### config.mk
export PLATFORM = sky130hd
export DESIGN_NAME = ring_ranging_tof_to_distance_top
export DESIGN_NICKNAME = d
export VERILOG_FILES = /design/src/rtl/core/rrtd_pkg.sv /design/src/rtl/core/rrtd_tof_calc.sv /design/src/rtl/core/rrtd_scale.sv /design/src/rtl/core/ring_ranging_tof_to_distance_top.sv
export SDC_FILE = /design/constraint.sdc
export NUM_CORES = 2
export LEC_CHECK = 0
export BUFFER_PORTS_ARGS = -buffer_cell sky130_fd_sc_hd__buf_2
export CAP_MARGIN = 20
export CORE_UTILIZATION = 49
export DETAILED_ROUTE_END_ITERATION = 8
export HOLD_SLACK_MARGIN = 0.1
export PLACE_DENSITY = 0.71
export SYNTH_ARGS = -nofsm -noshare
export SYNTH_HDL_FRONTEND = slang
export SYNTH_SLANG_ARGS = --single-unit
### constraint.sdc
create_clock -name i_clk -period 18.3 [get_ports i_clk]
set_input_delay 0 -clock i_clk [delete_from_list [all_inputs] [get_ports i_clk]]
set_output_delay 0 -clock i_clk [all_outputs]
set_load 0.01 [all_outputs]
### src/rtl/core/rrtd_pkg.sv
// shared types and constants for the ring ranging distance block
// no dependencies
`default_nettype none

package rrtd_pkg;

    // widths fixed by the register and result formats
    localparam int STAMP_BITS_DEF = 40;
    localparam int DELAY_W        = 40;
    localparam int TOF_W          = 20;
    localparam int DIST_W         = 33;
    localparam int ROLE_W         = 2;
    localparam int CFG_IDX_W      = 2;
    localparam int CFG_DATA_W     = 40;

    // half-tick lower limits, as magnitudes
    localparam int LOW_LIMIT      = 1000;
    localparam int LOW_LIMIT_WIDE = 2000;

    // round(c / (499.2e6 * 128) * 2^23): half ticks to 2^-24 metres
    localparam int SCALE_W    = 16;
    localparam int DIST_SCALE = 39357;

    // register reset values
    localparam logic [TOF_W-1:0] TOF_MAX_RESET = TOF_W'(127885);

    // configuration register indexes
    localparam logic [CFG_IDX_W-1:0] CFG_ROLE    = 2'd0;
    localparam logic [CFG_IDX_W-1:0] CFG_DELAY   = 2'd1;
    localparam logic [CFG_IDX_W-1:0] CFG_TOF_MAX = 2'd2;

    typedef enum logic [ROLE_W-1:0] {
        ROLE_FIRST  = 2'd0,
        ROLE_SECOND = 2'd1,
        ROLE_THIRD  = 2'd2
    } t_role;

    typedef enum logic [1:0] {
        STATUS_OK      = 2'd0,
        STATUS_RANGE   = 2'd1,
        STATUS_INVALID = 2'd2
    } t_status;

    // one checked time of flight, zero unless positive and in range
    typedef struct packed {
        logic             good;
        logic [TOF_W-1:0] tof;
    } t_tof_res;

    typedef struct packed {
        t_tof_res p1p2;
        t_tof_res p1p3;
        t_tof_res p2p3;
        t_status  status;
    } t_round_res;

endpackage

`default_nettype wire

### src/rtl/core/rrtd_tof_calc.sv
// half-tick time of flight sums and range checks for one round
// depends on rrtd_pkg
`default_nettype none

module rrtd_tof_calc
    import rrtd_pkg::*;
#(
    parameter int STAMP_BITS = STAMP_BITS_DEF
) (
    input  wire logic [STAMP_BITS-1:0] i_stamp1,
    input  wire logic [STAMP_BITS-1:0] i_stamp2,
    input  wire logic [STAMP_BITS-1:0] i_stamp3,
    input  wire logic [STAMP_BITS-1:0] i_stamp4,
    input  wire logic [STAMP_BITS-1:0] i_stamp5,
    input  wire logic [STAMP_BITS-1:0] i_stamp6,
    input  wire logic                  i_round_ok,
    input  wire logic [ROLE_W-1:0]     i_role,
    input  wire logic [DELAY_W-1:0]    i_delay,
    input  wire logic [TOF_W-1:0]      i_tof_max,
    output t_round_res                 o_res
);

    // enough headroom for six terms of the wider operand
    localparam int OP_W = (STAMP_BITS > DELAY_W) ? STAMP_BITS : DELAY_W;
    localparam int HW   = OP_W + 4;

    logic signed [HW-1:0] t1, t2, t3, t4, t5, t6, dd;
    logic signed [HW-1:0] h12, h13, h23;
    logic signed [HW-1:0] low12, low_std, tmax;
    t_tof_res             c12, c13, c23;

    // zero-extend operands into the signed sum width
    assign t1 = $signed({{(HW-STAMP_BITS){1'b0}}, i_stamp1});
    assign t2 = $signed({{(HW-STAMP_BITS){1'b0}}, i_stamp2});
    assign t3 = $signed({{(HW-STAMP_BITS){1'b0}}, i_stamp3});
    assign t4 = $signed({{(HW-STAMP_BITS){1'b0}}, i_stamp4});
    assign t5 = $signed({{(HW-STAMP_BITS){1'b0}}, i_stamp5});
    assign t6 = $signed({{(HW-STAMP_BITS){1'b0}}, i_stamp6});
    assign dd = $signed({{(HW-DELAY_W){1'b0}}, i_delay});

    assign low_std = -$signed(HW'(LOW_LIMIT));
    assign tmax    = $signed({{(HW-TOF_W){1'b0}}, i_tof_max});

    // formula set per node role, code three falls back to the first set
    always_comb begin
        low12 = low_std;
        case (i_role)
            ROLE_SECOND: begin
                h23 = t3 - t2 - dd;
                h13 = t5 - t3 - (dd <<< 1);
                h12 = (t4 <<< 1) - t2 - t5 - dd;
            end
            ROLE_THIRD: begin
                h13   = t4 - t3 - dd;
                h23   = t6 - t5 - dd;
                h12   = (t2 <<< 1) - (t1 <<< 1) + t4 - t6;
                low12 = -$signed(HW'(LOW_LIMIT_WIDE));
            end
            default: begin
                h12 = t2 - t1 - dd;
                h13 = t5 - t4 - dd;
                h23 = (t6 <<< 1) - t4 - t5 - t2 + t1 - (dd <<< 1);
            end
        endcase
    end

    // range check; negative values in range clamp to zero
    function automatic t_tof_res judge(
        input logic signed [HW-1:0] h,
        input logic signed [HW-1:0] low,
        input logic signed [HW-1:0] hi
    );
        t_tof_res r;
        r.good = (h >= low) && (h <= hi);
        r.tof  = (r.good && !h[HW-1]) ? h[TOF_W-1:0] : '0;
        return r;
    endfunction

    assign c12 = judge(h12, low12, tmax);
    assign c13 = judge(h13, low_std, tmax);
    assign c23 = judge(h23, low_std, tmax);

    // an invalid round overrides every check
    always_comb begin
        if (!i_round_ok) begin
            o_res.p1p2   = '0;
            o_res.p1p3   = '0;
            o_res.p2p3   = '0;
            o_res.status = STATUS_INVALID;
        end else begin
            o_res.p1p2   = c12;
            o_res.p1p3   = c13;
            o_res.p2p3   = c23;
            o_res.status = (c12.good && c13.good && c23.good) ? STATUS_OK : STATUS_RANGE;
        end
    end

endmodule

`default_nettype wire

### src/rtl/core/rrtd_scale.sv
// half-tick time of flight to 2^-24 metre distance with saturation
// depends on rrtd_pkg
`default_nettype none

module rrtd_scale
    import rrtd_pkg::*;
(
    input  wire t_tof_res          i_tof,
    output logic [DIST_W-1:0]      o_dist
);

    localparam int PROD_W = TOF_W + SCALE_W;

    logic [PROD_W-1:0] w_prod;

    // constant multiply, then clip to the distance width
    assign w_prod = PROD_W'(i_tof.tof) * PROD_W'(DIST_SCALE);
    assign o_dist = (|w_prod[PROD_W-1:DIST_W]) ? {DIST_W{1'b1}} : w_prod[DIST_W-1:0];

endmodule

`default_nettype wire

### src/rtl/core/ring_ranging_tof_to_distance_top.sv
// ring ranging top level: config registers, input, check and result stages
// depends on rrtd_pkg, rrtd_tof_calc, rrtd_scale
//
// Usage:
//   Input channel i_in_valid/o_in_ready carries six timestamps and a round
//   valid flag. Output channel o_out_valid/i_out_ready carries three
//   distances, their good bits and a round status.
//   Configuration is a write port (i_cfg_we, i_cfg_idx, i_cfg_data): index 0
//   role, 1 reply delay, 2 upper time of flight limit; index 3 is ignored.
//   Write it only while no transaction is in flight.
//   Path: an accepted transaction moves through the three register stages
//   (input, checked time of flight, scaled result) to the output.
//   Throughput: one transaction per cycle through these stages unless stalled.
//   Stall: each stage holds while the next is full and stalled; with the
//   output stalled the pipe still absorbs up to two more transactions.
//   Reset: all stages empty, role 0, reply delay 0, limit 127885 half ticks.
`default_nettype none

module ring_ranging_tof_to_distance_top
    import rrtd_pkg::*;
#(
    parameter int STAMP_BITS = STAMP_BITS_DEF
) (
    input  wire logic                  i_clk,
    input  wire logic                  i_rst_n,
    // configuration
    input  wire logic                  i_cfg_we,
    input  wire logic [CFG_IDX_W-1:0]  i_cfg_idx,
    input  wire logic [CFG_DATA_W-1:0] i_cfg_data,
    // input channel
    input  wire logic                  i_in_valid,
    output logic                       o_in_ready,
    input  wire logic [STAMP_BITS-1:0] i_stamp_msg1,
    input  wire logic [STAMP_BITS-1:0] i_stamp_msg2,
    input  wire logic [STAMP_BITS-1:0] i_stamp_msg3,
    input  wire logic [STAMP_BITS-1:0] i_stamp_msg4,
    input  wire logic [STAMP_BITS-1:0] i_stamp_msg5,
    input  wire logic [STAMP_BITS-1:0] i_stamp_msg6,
    input  wire logic                  i_round_ok,
    // output channel
    output logic                       o_out_valid,
    input  wire logic                  i_out_ready,
    output logic [DIST_W-1:0]          o_dist_p1p2,
    output logic [DIST_W-1:0]          o_dist_p1p3,
    output logic [DIST_W-1:0]          o_dist_p2p3,
    output logic                       o_p1p2_good,
    output logic                       o_p1p3_good,
    output logic                       o_p2p3_good,
    output logic [1:0]                 o_round_status
);

    logic [ROLE_W-1:0]     r_role;
    logic [DELAY_W-1:0]    r_delay;
    logic [TOF_W-1:0]      r_tof_max;

    logic                  r_a_valid;
    logic [STAMP_BITS-1:0] r_a_stamp1, r_a_stamp2, r_a_stamp3;
    logic [STAMP_BITS-1:0] r_a_stamp4, r_a_stamp5, r_a_stamp6;
    logic                  r_a_round_ok;

    logic                  r_b_valid;
    t_round_res            r_b_res;
    t_round_res            n_b_res;

    logic                  r_out_valid;
    logic [DIST_W-1:0]     r_out_d12, r_out_d13, r_out_d23;
    logic [DIST_W-1:0]     n_out_d12, n_out_d13, n_out_d23;
    logic                  r_out_g12, r_out_g13, r_out_g23;
    t_status               r_out_status;

    logic                  w_out_adv, w_b_adv, w_a_adv;

    // configuration registers
    always_ff @(posedge i_clk) begin
        if (!i_rst_n) begin
            r_role    <= ROLE_FIRST;
            r_delay   <= '0;
            r_tof_max <= TOF_MAX_RESET;
        end else if (i_cfg_we) begin
            case (i_cfg_idx)
                CFG_ROLE:    r_role    <= i_cfg_data[ROLE_W-1:0];
                CFG_DELAY:   r_delay   <= i_cfg_data[DELAY_W-1:0];
                CFG_TOF_MAX: r_tof_max <= i_cfg_data[TOF_W-1:0];
                default:     ;
            endcase
        end
    end

    // stage advance: a stage loads when empty or when the next one moves
    assign w_out_adv  = !r_out_valid || i_out_ready;
    assign w_b_adv    = !r_b_valid || w_out_adv;
    assign w_a_adv    = !r_a_valid || w_b_adv;
    assign o_in_ready = w_a_adv;

    // stage valid bits
    always_ff @(posedge i_clk) begin
        if (!i_rst_n) begin
            r_a_valid   <= 1'b0;
            r_b_valid   <= 1'b0;
            r_out_valid <= 1'b0;
        end else begin
            if (w_a_adv) begin
                r_a_valid <= i_in_valid;
            end
            if (w_b_adv) begin
                r_b_valid <= r_a_valid;
            end
            if (w_out_adv) begin
                r_out_valid <= r_b_valid;
            end
        end
    end

    // input register
    always_ff @(posedge i_clk) begin
        if (w_a_adv) begin
            r_a_stamp1   <= i_stamp_msg1;
            r_a_stamp2   <= i_stamp_msg2;
            r_a_stamp3   <= i_stamp_msg3;
            r_a_stamp4   <= i_stamp_msg4;
            r_a_stamp5   <= i_stamp_msg5;
            r_a_stamp6   <= i_stamp_msg6;
            r_a_round_ok <= i_round_ok;
        end
    end

    // time of flight sums and range checks
    rrtd_tof_calc #(
        .STAMP_BITS (STAMP_BITS)
    ) u_tof_calc (
        .i_stamp1   (r_a_stamp1),
        .i_stamp2   (r_a_stamp2),
        .i_stamp3   (r_a_stamp3),
        .i_stamp4   (r_a_stamp4),
        .i_stamp5   (r_a_stamp5),
        .i_stamp6   (r_a_stamp6),
        .i_round_ok (r_a_round_ok),
        .i_role     (r_role),
        .i_delay    (r_delay),
        .i_tof_max  (r_tof_max),
        .o_res      (n_b_res)
    );

    always_ff @(posedge i_clk) begin
        if (w_b_adv) begin
            r_b_res <= n_b_res;
        end
    end

    // scaling to distance units
    rrtd_scale u_scale_p1p2 (
        .i_tof  (r_b_res.p1p2),
        .o_dist (n_out_d12)
    );

    rrtd_scale u_scale_p1p3 (
        .i_tof  (r_b_res.p1p3),
        .o_dist (n_out_d13)
    );

    rrtd_scale u_scale_p2p3 (
        .i_tof  (r_b_res.p2p3),
        .o_dist (n_out_d23)
    );

    // result register
    always_ff @(posedge i_clk) begin
        if (w_out_adv) begin
            r_out_d12    <= n_out_d12;
            r_out_d13    <= n_out_d13;
            r_out_d23    <= n_out_d23;
            r_out_g12    <= r_b_res.p1p2.good;
            r_out_g13    <= r_b_res.p1p3.good;
            r_out_g23    <= r_b_res.p2p3.good;
            r_out_status <= r_b_res.status;
        end
    end

    assign o_out_valid    = r_out_valid;
    assign o_dist_p1p2    = r_out_d12;
    assign o_dist_p1p3    = r_out_d13;
    assign o_dist_p2p3    = r_out_d23;
    assign o_p1p2_good    = r_out_g12;
    assign o_p1p3_good    = r_out_g13;
    assign o_p2p3_good    = r_out_g23;
    assign o_round_status = r_out_status;

endmodule

`default_nettype wire

# Yosys cells after proc, flatten, opt, wreduce, memory -nomap -nowiden
# Index checks and enable logic that the tools add are counted.
# classes
add_sub_neg	23
n_mul	3
n_lt_le_gt_ge	6
eq_ne	4
muxes	5
n_reduce_logical	27
# ops
operator	count
subtractor 44 x 41 -> 44 bit	10
case mux 44 bit (2 select lines)	3
subtractor 40 x 40 -> 41 bit	6
less-or-equal comparator 44 x 21 -> 1 bit	3
multiplier 20 x 16 -> 36 bit (second input constant)	3
adder 44 x 41 -> 44 bit	2
>= comparator 44 x 11 -> 1 bit (second input constant)	2
subtractor 44 x 42 -> 44 bit	2
subtractor 41 x 40 -> 42 bit	2
>= comparator 44 bit	1
subtractor 41 x 41 -> 42 bit	1
AND reduction 2 bit	6
2-to-1 mux 11 bit	1
OR reduction 3 bit	3
logical AND 1 bit	8
zero test 1 bit	6
== test 2 x 1 -> 1 bit (second input constant)	2
== test 2 bit (second input constant)	2
logical OR 1 bit	3
zero test 2 bit	1
2-to-1 mux 1 bit	1
# totals
ff_bits	475
inputBits	288
wordCells	95

# Longest topological paths before layout
# depth
depth_word	10
depth_mapped	41
depth_no_buf	39

# Cells and area by module
# A second synthesis with hierarchy kept.
# hier_totals
cells_unflattened	8959
hier_area_um2	79018.3
# modules_own_cells
mod	n_inst	cells_per_inst	area_each_um2	seq_area_each_um2
rrtd_tof_calc	1	6023	43701.9	0.0
ring_ranging_tof_to_distance_top	1	684	14901.8	13613.1
rrtd_scale at u_scale_p1p3 ...	2	743	6700.2	0.0
rrtd_scale at u_scale_p1p2	1	766	7014.2	0.0

# Least setup slack after synthesis
# Ideal clock, no wire load.
# synth_timing
path_type	register -> register
from	register r_out_valid (netlist: o_out_valid)
to	register r_a_round_ok (enable)
arrival_time_ns	6.066
setup_slack_ns	9.738
path_stages_with_launch	3
cell_sequence	dfxtp_1 > nor2b_1 > nand3_1
# synth_via
elab_chain_cells	4
# synth_lines
element	line_no	text
start: declaration	ring_ranging_tof_to_distance_top.sv:65	logic r_out_valid;
start signal: assignment	ring_ranging_tof_to_distance_top.sv:109	r_out_valid <= r_b_valid;
zero test 1 bit	ring_ranging_tof_to_distance_top.sv:90	assign w_out_adv = !r_out_valid || i_out_ready;
logical OR 1 bit	ring_ranging_tof_to_distance_top.sv:90	
logical OR 1 bit	ring_ranging_tof_to_distance_top.sv:91	assign w_b_adv = !r_b_valid || w_out_adv;
logical OR 1 bit	ring_ranging_tof_to_distance_top.sv:92	assign w_a_adv = !r_a_valid || w_b_adv;
net o_in_ready	ring_ranging_tof_to_distance_top.sv:32	output logic o_in_ready,
end signal: assignment	ring_ranging_tof_to_distance_top.sv:123	r_a_round_ok <= i_round_ok;
end: declaration	ring_ranging_tof_to_distance_top.sv:59	logic r_a_round_ok;
# The timed path passes the listed nets, and every way through them passes these cells.
# A chain may end at the register's enable or synchronous reset.

# Worst setup path in the final report
# layout_timing
from	register r_a_stamp1[1]
to	register r_b_res[53] in the netlist's numbering (data pin)
# layout_via
elab_chain_cells	8
word_cells_on_any_way	12
# layout_lines
element	line_no	text
start: declaration	ring_ranging_tof_to_distance_top.sv:57	logic [STAMP_BITS-1:0] r_a_stamp1, r_a_stamp2, r_a_stamp3;
start signal: assignment	ring_ranging_tof_to_distance_top.sv:117	r_a_stamp1 <= i_stamp_msg1;
subtractor 41 x 41 -> 42 bit	rrtd_tof_calc.sv:56	h12 = (t2 <<< 1) - (t1 <<< 1) + t4 - t6;
adder 44 x 41 -> 44 bit	rrtd_tof_calc.sv:56	
subtractor 44 x 41 -> 44 bit	rrtd_tof_calc.sv:56	
case mux 44 bit (2 select lines) *	rrtd_tof_calc.sv:47	case (i_role)
net u_tof_calc.h12[19]	rrtd_tof_calc.sv:28	logic signed [HW-1:0] h12, h13, h23;
>= comparator 44 bit or less-or-equal comparator 44 x 21 -> 1 bit (tied branches)	rrtd_tof_calc.sv:74	r.good = (h >= low) && (h <= hi);
logical AND 1 bit *	rrtd_tof_calc.sv:74	
logical AND 1 bit *	rrtd_tof_calc.sv:75	r.tof = (r.good && !h[HW-1]) ? h[TOF_W-1:0] : '0;
AND reduction 2 bit (no line) *	--	
end signal: assignment	ring_ranging_tof_to_distance_top.sv:146	r_b_res <= n_b_res;
end: declaration	ring_ranging_tof_to_distance_top.sv:62	t_round_res r_b_res;
# The timed path passes the listed nets; every way through them passes the cells marked *.

==> run_results.csv <==
group,metric,value,unit
sta,grt_setup_unrepaired,"no",
placement,dp_hpwl,232,mm
grt,grt_pass1_vias,66900,
drt,first_pass_iters,9,
drt,viasPerCell,6.00,
clock_tree,cts-htree-levels,2,
synthesis,synth_top_family_by_area,"adder cells",
clock_tree,insertion_delay,0.74,ns
drt,drt_iter0_drc,7117,
drt,drcViolationCount,0,
placement,numPortBuffers,393,
run_status,outcome,"complete, no violations",
setup_path,critPathMaxStageDelay,0.85,ns
hold_path,hp-class,"in2reg",
synthesis,synth_fp_nets,10400,
sta,finalCritPeriodShare,59.0,%
grt,antenna_found_initial,23,
sta,slew_violations,0,
clock_tree,cts_tree,"yes",
grt,grt_usage,36.1,%
synthesis,synth_cell_types,95,
drt,drt-wirelength-per-cell,24.6,um
sta,setup_viol,0,
synthesis,synth_compound_gate_area_share,19.1,%
clock_tree,post_cts_buffers,0,
power,ir_worst_vdd,0.0979,mV
synthesis,netlist_area,74100,um^2
sta,fin_crit,10.80,ns
clock_tree,cts_root_buffer,"clkbuf_16",
sta,finalHoldViolCount,0,
die,die_x,391,um
grt,grt_pass1_wl,414,mm
finish,final.fill_count,13400,
power,powerDensity,86.8,nW/um^2
setup_path,cp-end-kind,"flip-flop",
sta,fmax,0.0926,GHz
synthesis,synthSimpleGateAreaFrac,13.4,%
setup_path,cp.buffers_inverters,2,
drt,ant_nets,0,
die,pin_count,394,
clock_tree,ctsResizeCount,0,
finish,drive_above_1_share,6.94,%
placement,gp_congestion,1.03,
clock_tree,clk_pin_slew,0.06,ns
setup_path,required,18.84,ns
synthesis,yosys_warnings,0,
sta,slew_headroom,10.4,%
synthesis,synth_edf_count,410,
synthesis,synthTopCellsByArea,"ha_1, edfxtp_1, fa_1, inv_1, a21oi_1",
grt,overflow,0,
setup_path,crit_family,"simple AND/OR/NAND/NOR gates",
synthesis,synth_top_area_share,17.8,%
clock_tree,cts_hold_buf,568,
clock_tree,clockBufferDepth,3,
synthesis,yosys_most_used_dff,"edfxtp_1",
grt,grt_start_max_net_pins,72,
finish,nets,11300,
die,initial_core_util,49.4,%
synthesis,synth_mux_area_share,0.737,%
synthesis,ys_seq_area_share,18.4,%
run,cap_violations,0,
synthesis,synthAdderAreaFrac,34.3,%
setup_path,critPathMaxFanout,20,
die,fp-row-count,142,
die,die-height,391,um
synthesis,syn_avg_cell_area,8.81,um^2
power,power_leakage,41.6,nW
sta,timing.hold.ws,0.143,ns
drt,dr_total_vias,68500,
clock_tree,cts.sinks,475,
synthesis,yosysMostFrequentCell,"inv_1",
synthesis,synthTopCellsByCount,"inv_1, ha_1, a21oi_1",
setup_path,arrival,11.34,ns
setup_path,reg2reg_setup_slack,7.50,ns
clock_tree,cts_buffers,58,
setup_path,slowest_stage,"a21boi_0",
synthesis,synth_cells,8419,
finish,area_growth,16.5,%
sta,worstMarginPinSlew,1.33,ns
synthesis,ys_ff_latch,475,
drt,wirelength,282,mm
die,core,150000,um^2
synthesis,synth_xor_area_share,6.31,%
synthesis,synthArstFlopShare,0,%
sta,fin_worst_skew,0.0717,ns
synthesis,yosysTopAreaCell,"ha_1",
sta,setup_tns,0,ns
setup_path,path_class,"reg2reg",
setup_path,cp-start-kind,"flip-flop",
die,die_area,153000,um^2
==> flip-flops by register name, summed over array words and instances (netlist names) <==
| name | cells |
|---|---|
| o_p1p3_good | 1 |
| r_a_stamp1 | 40 |
| r_a_stamp6 | 40 |
| o_round_status | 2 |
| r_role | 2 |
| o_dist_p1p3 | 33 |
| r_b_valid | 1 |
| o_dist_p2p3 | 33 |
| r_tof_max | 20 |
| r_a_stamp2 | 40 |
| r_delay | 40 |
| r_a_valid | 1 |
| r_a_stamp3 | 40 |
| o_p2p3_good | 1 |
| o_dist_p1p2 | 33 |
| r_b_res | 65 |
| r_a_stamp4 | 40 |
| o_p1p2_good | 1 |
| r_a_stamp5 | 40 |
| o_out_valid | 1 |
| r_a_round_ok | 1 |
==> cells by family after synthesis <==
kind of cell / count (synthesis)
adders and majority gates: 1668
buffers and inverters: 1520
and+or+nand+nor: 2015
muxes: 53
DFF: 475
xor gates and xnor gates: 534
AOI/OAI and AO/OA: 2154
==> through the flow <==
stage | utilization [%] | setup slack (ns) | cell area [um^2] | total power, mW | std cells
2_1_floorplan | - | 9.74 | 74100 | 4.41 | 8419
3_3_place_gp | 52.3 | 7.84 | 78500 | 5.90 | 10700
3_5_place_dp | 52.4 | 7.82 | 78600 | 5.94 | 10700
4_1_cts | 57.6 | 7.85 | 86300 | 7.33 | 11400
5_1_grt | 57.6 | 7.15 | 86400 | 7.88 | 11400
6_report | 57.6 | 7.50 | 86400 | 7.50 | 11400
==> cells in the final DEF (no fill, tap or decap), drive strengths merged, types with 83 or more instances in the layout <==
cell	netlist	routed
nor2	450	450
nand2b	152	152
o21a	100	100
o21ai	378	378
a211oi	83	83
buf	29	444
xor2	210	210
ha	1056	1056
edfxtp	410	410
o21bai	84	84
a21o	299	299
nor3	148	148
inv	1383	1394
dlygate4sd3	0	569
nand4	85	85
nor2b	112	112
fa	612	612
and3	90	90
nand2	556	556
a21oi	623	623
nand3	141	141
xnor2	324	324
==> worst paths after layout <==
kind,from,endpoint,depth (start not counted)
worst max-delay path,r_a_stamp1[1],r_b_res[53],34
worst min-delay path,i_cfg_data[11],r_tof_max[11],4
worst max register to register,r_a_stamp1[1],r_b_res[53],34
worst min register to register,r_b_res[1],o_round_status[1],0
==> worst reg2reg max path, delay by kind of cell, from the launching register on <==
kind            cells  cell delay (ns)
xor+xnor            1             0.18
flops               1             0.40
fa+ha+maj           4             1.58
compound gates     12             4.06
simple gates       15             4.16
buf+inv             2             0.23
==> layer usage <==
layer / routed length (um) / track usage (%) / vias up
met2: 125000 / 57.4 / 3359
met4: 11100 / 12.6 / 22
met1: 118000 / 48.5 / 33300
li1: - / - / 31200
met3: 27900 / 7.46 / 579
met5: 143 / 0 / -
==> final cells by class <==
class / count / area [um^2] / area share [%]
tap: 2016 / 2520 / 2.92
timing repair buffer: 1015 / 8110 / 9.38
multi-input combinational: 6424 / 54900 / 63.5
clock buffer: 64 / 1480 / 1.72
sequential: 475 / 13600 / 15.8
antenna: 8 / 20.0 / 0.0232
inverter: 1384 / 5200 / 6.02
clock inverter: 44 / 593 / 0.687
==> where the power goes <==
group	switching, mW	internal (mW)
Combinational	3.10	1.84
Clock	0.553	0.726
Sequential	0.0607	1.22
Total	3.72	3.78
Note: power is estimated with default switching activity, not from simulation.
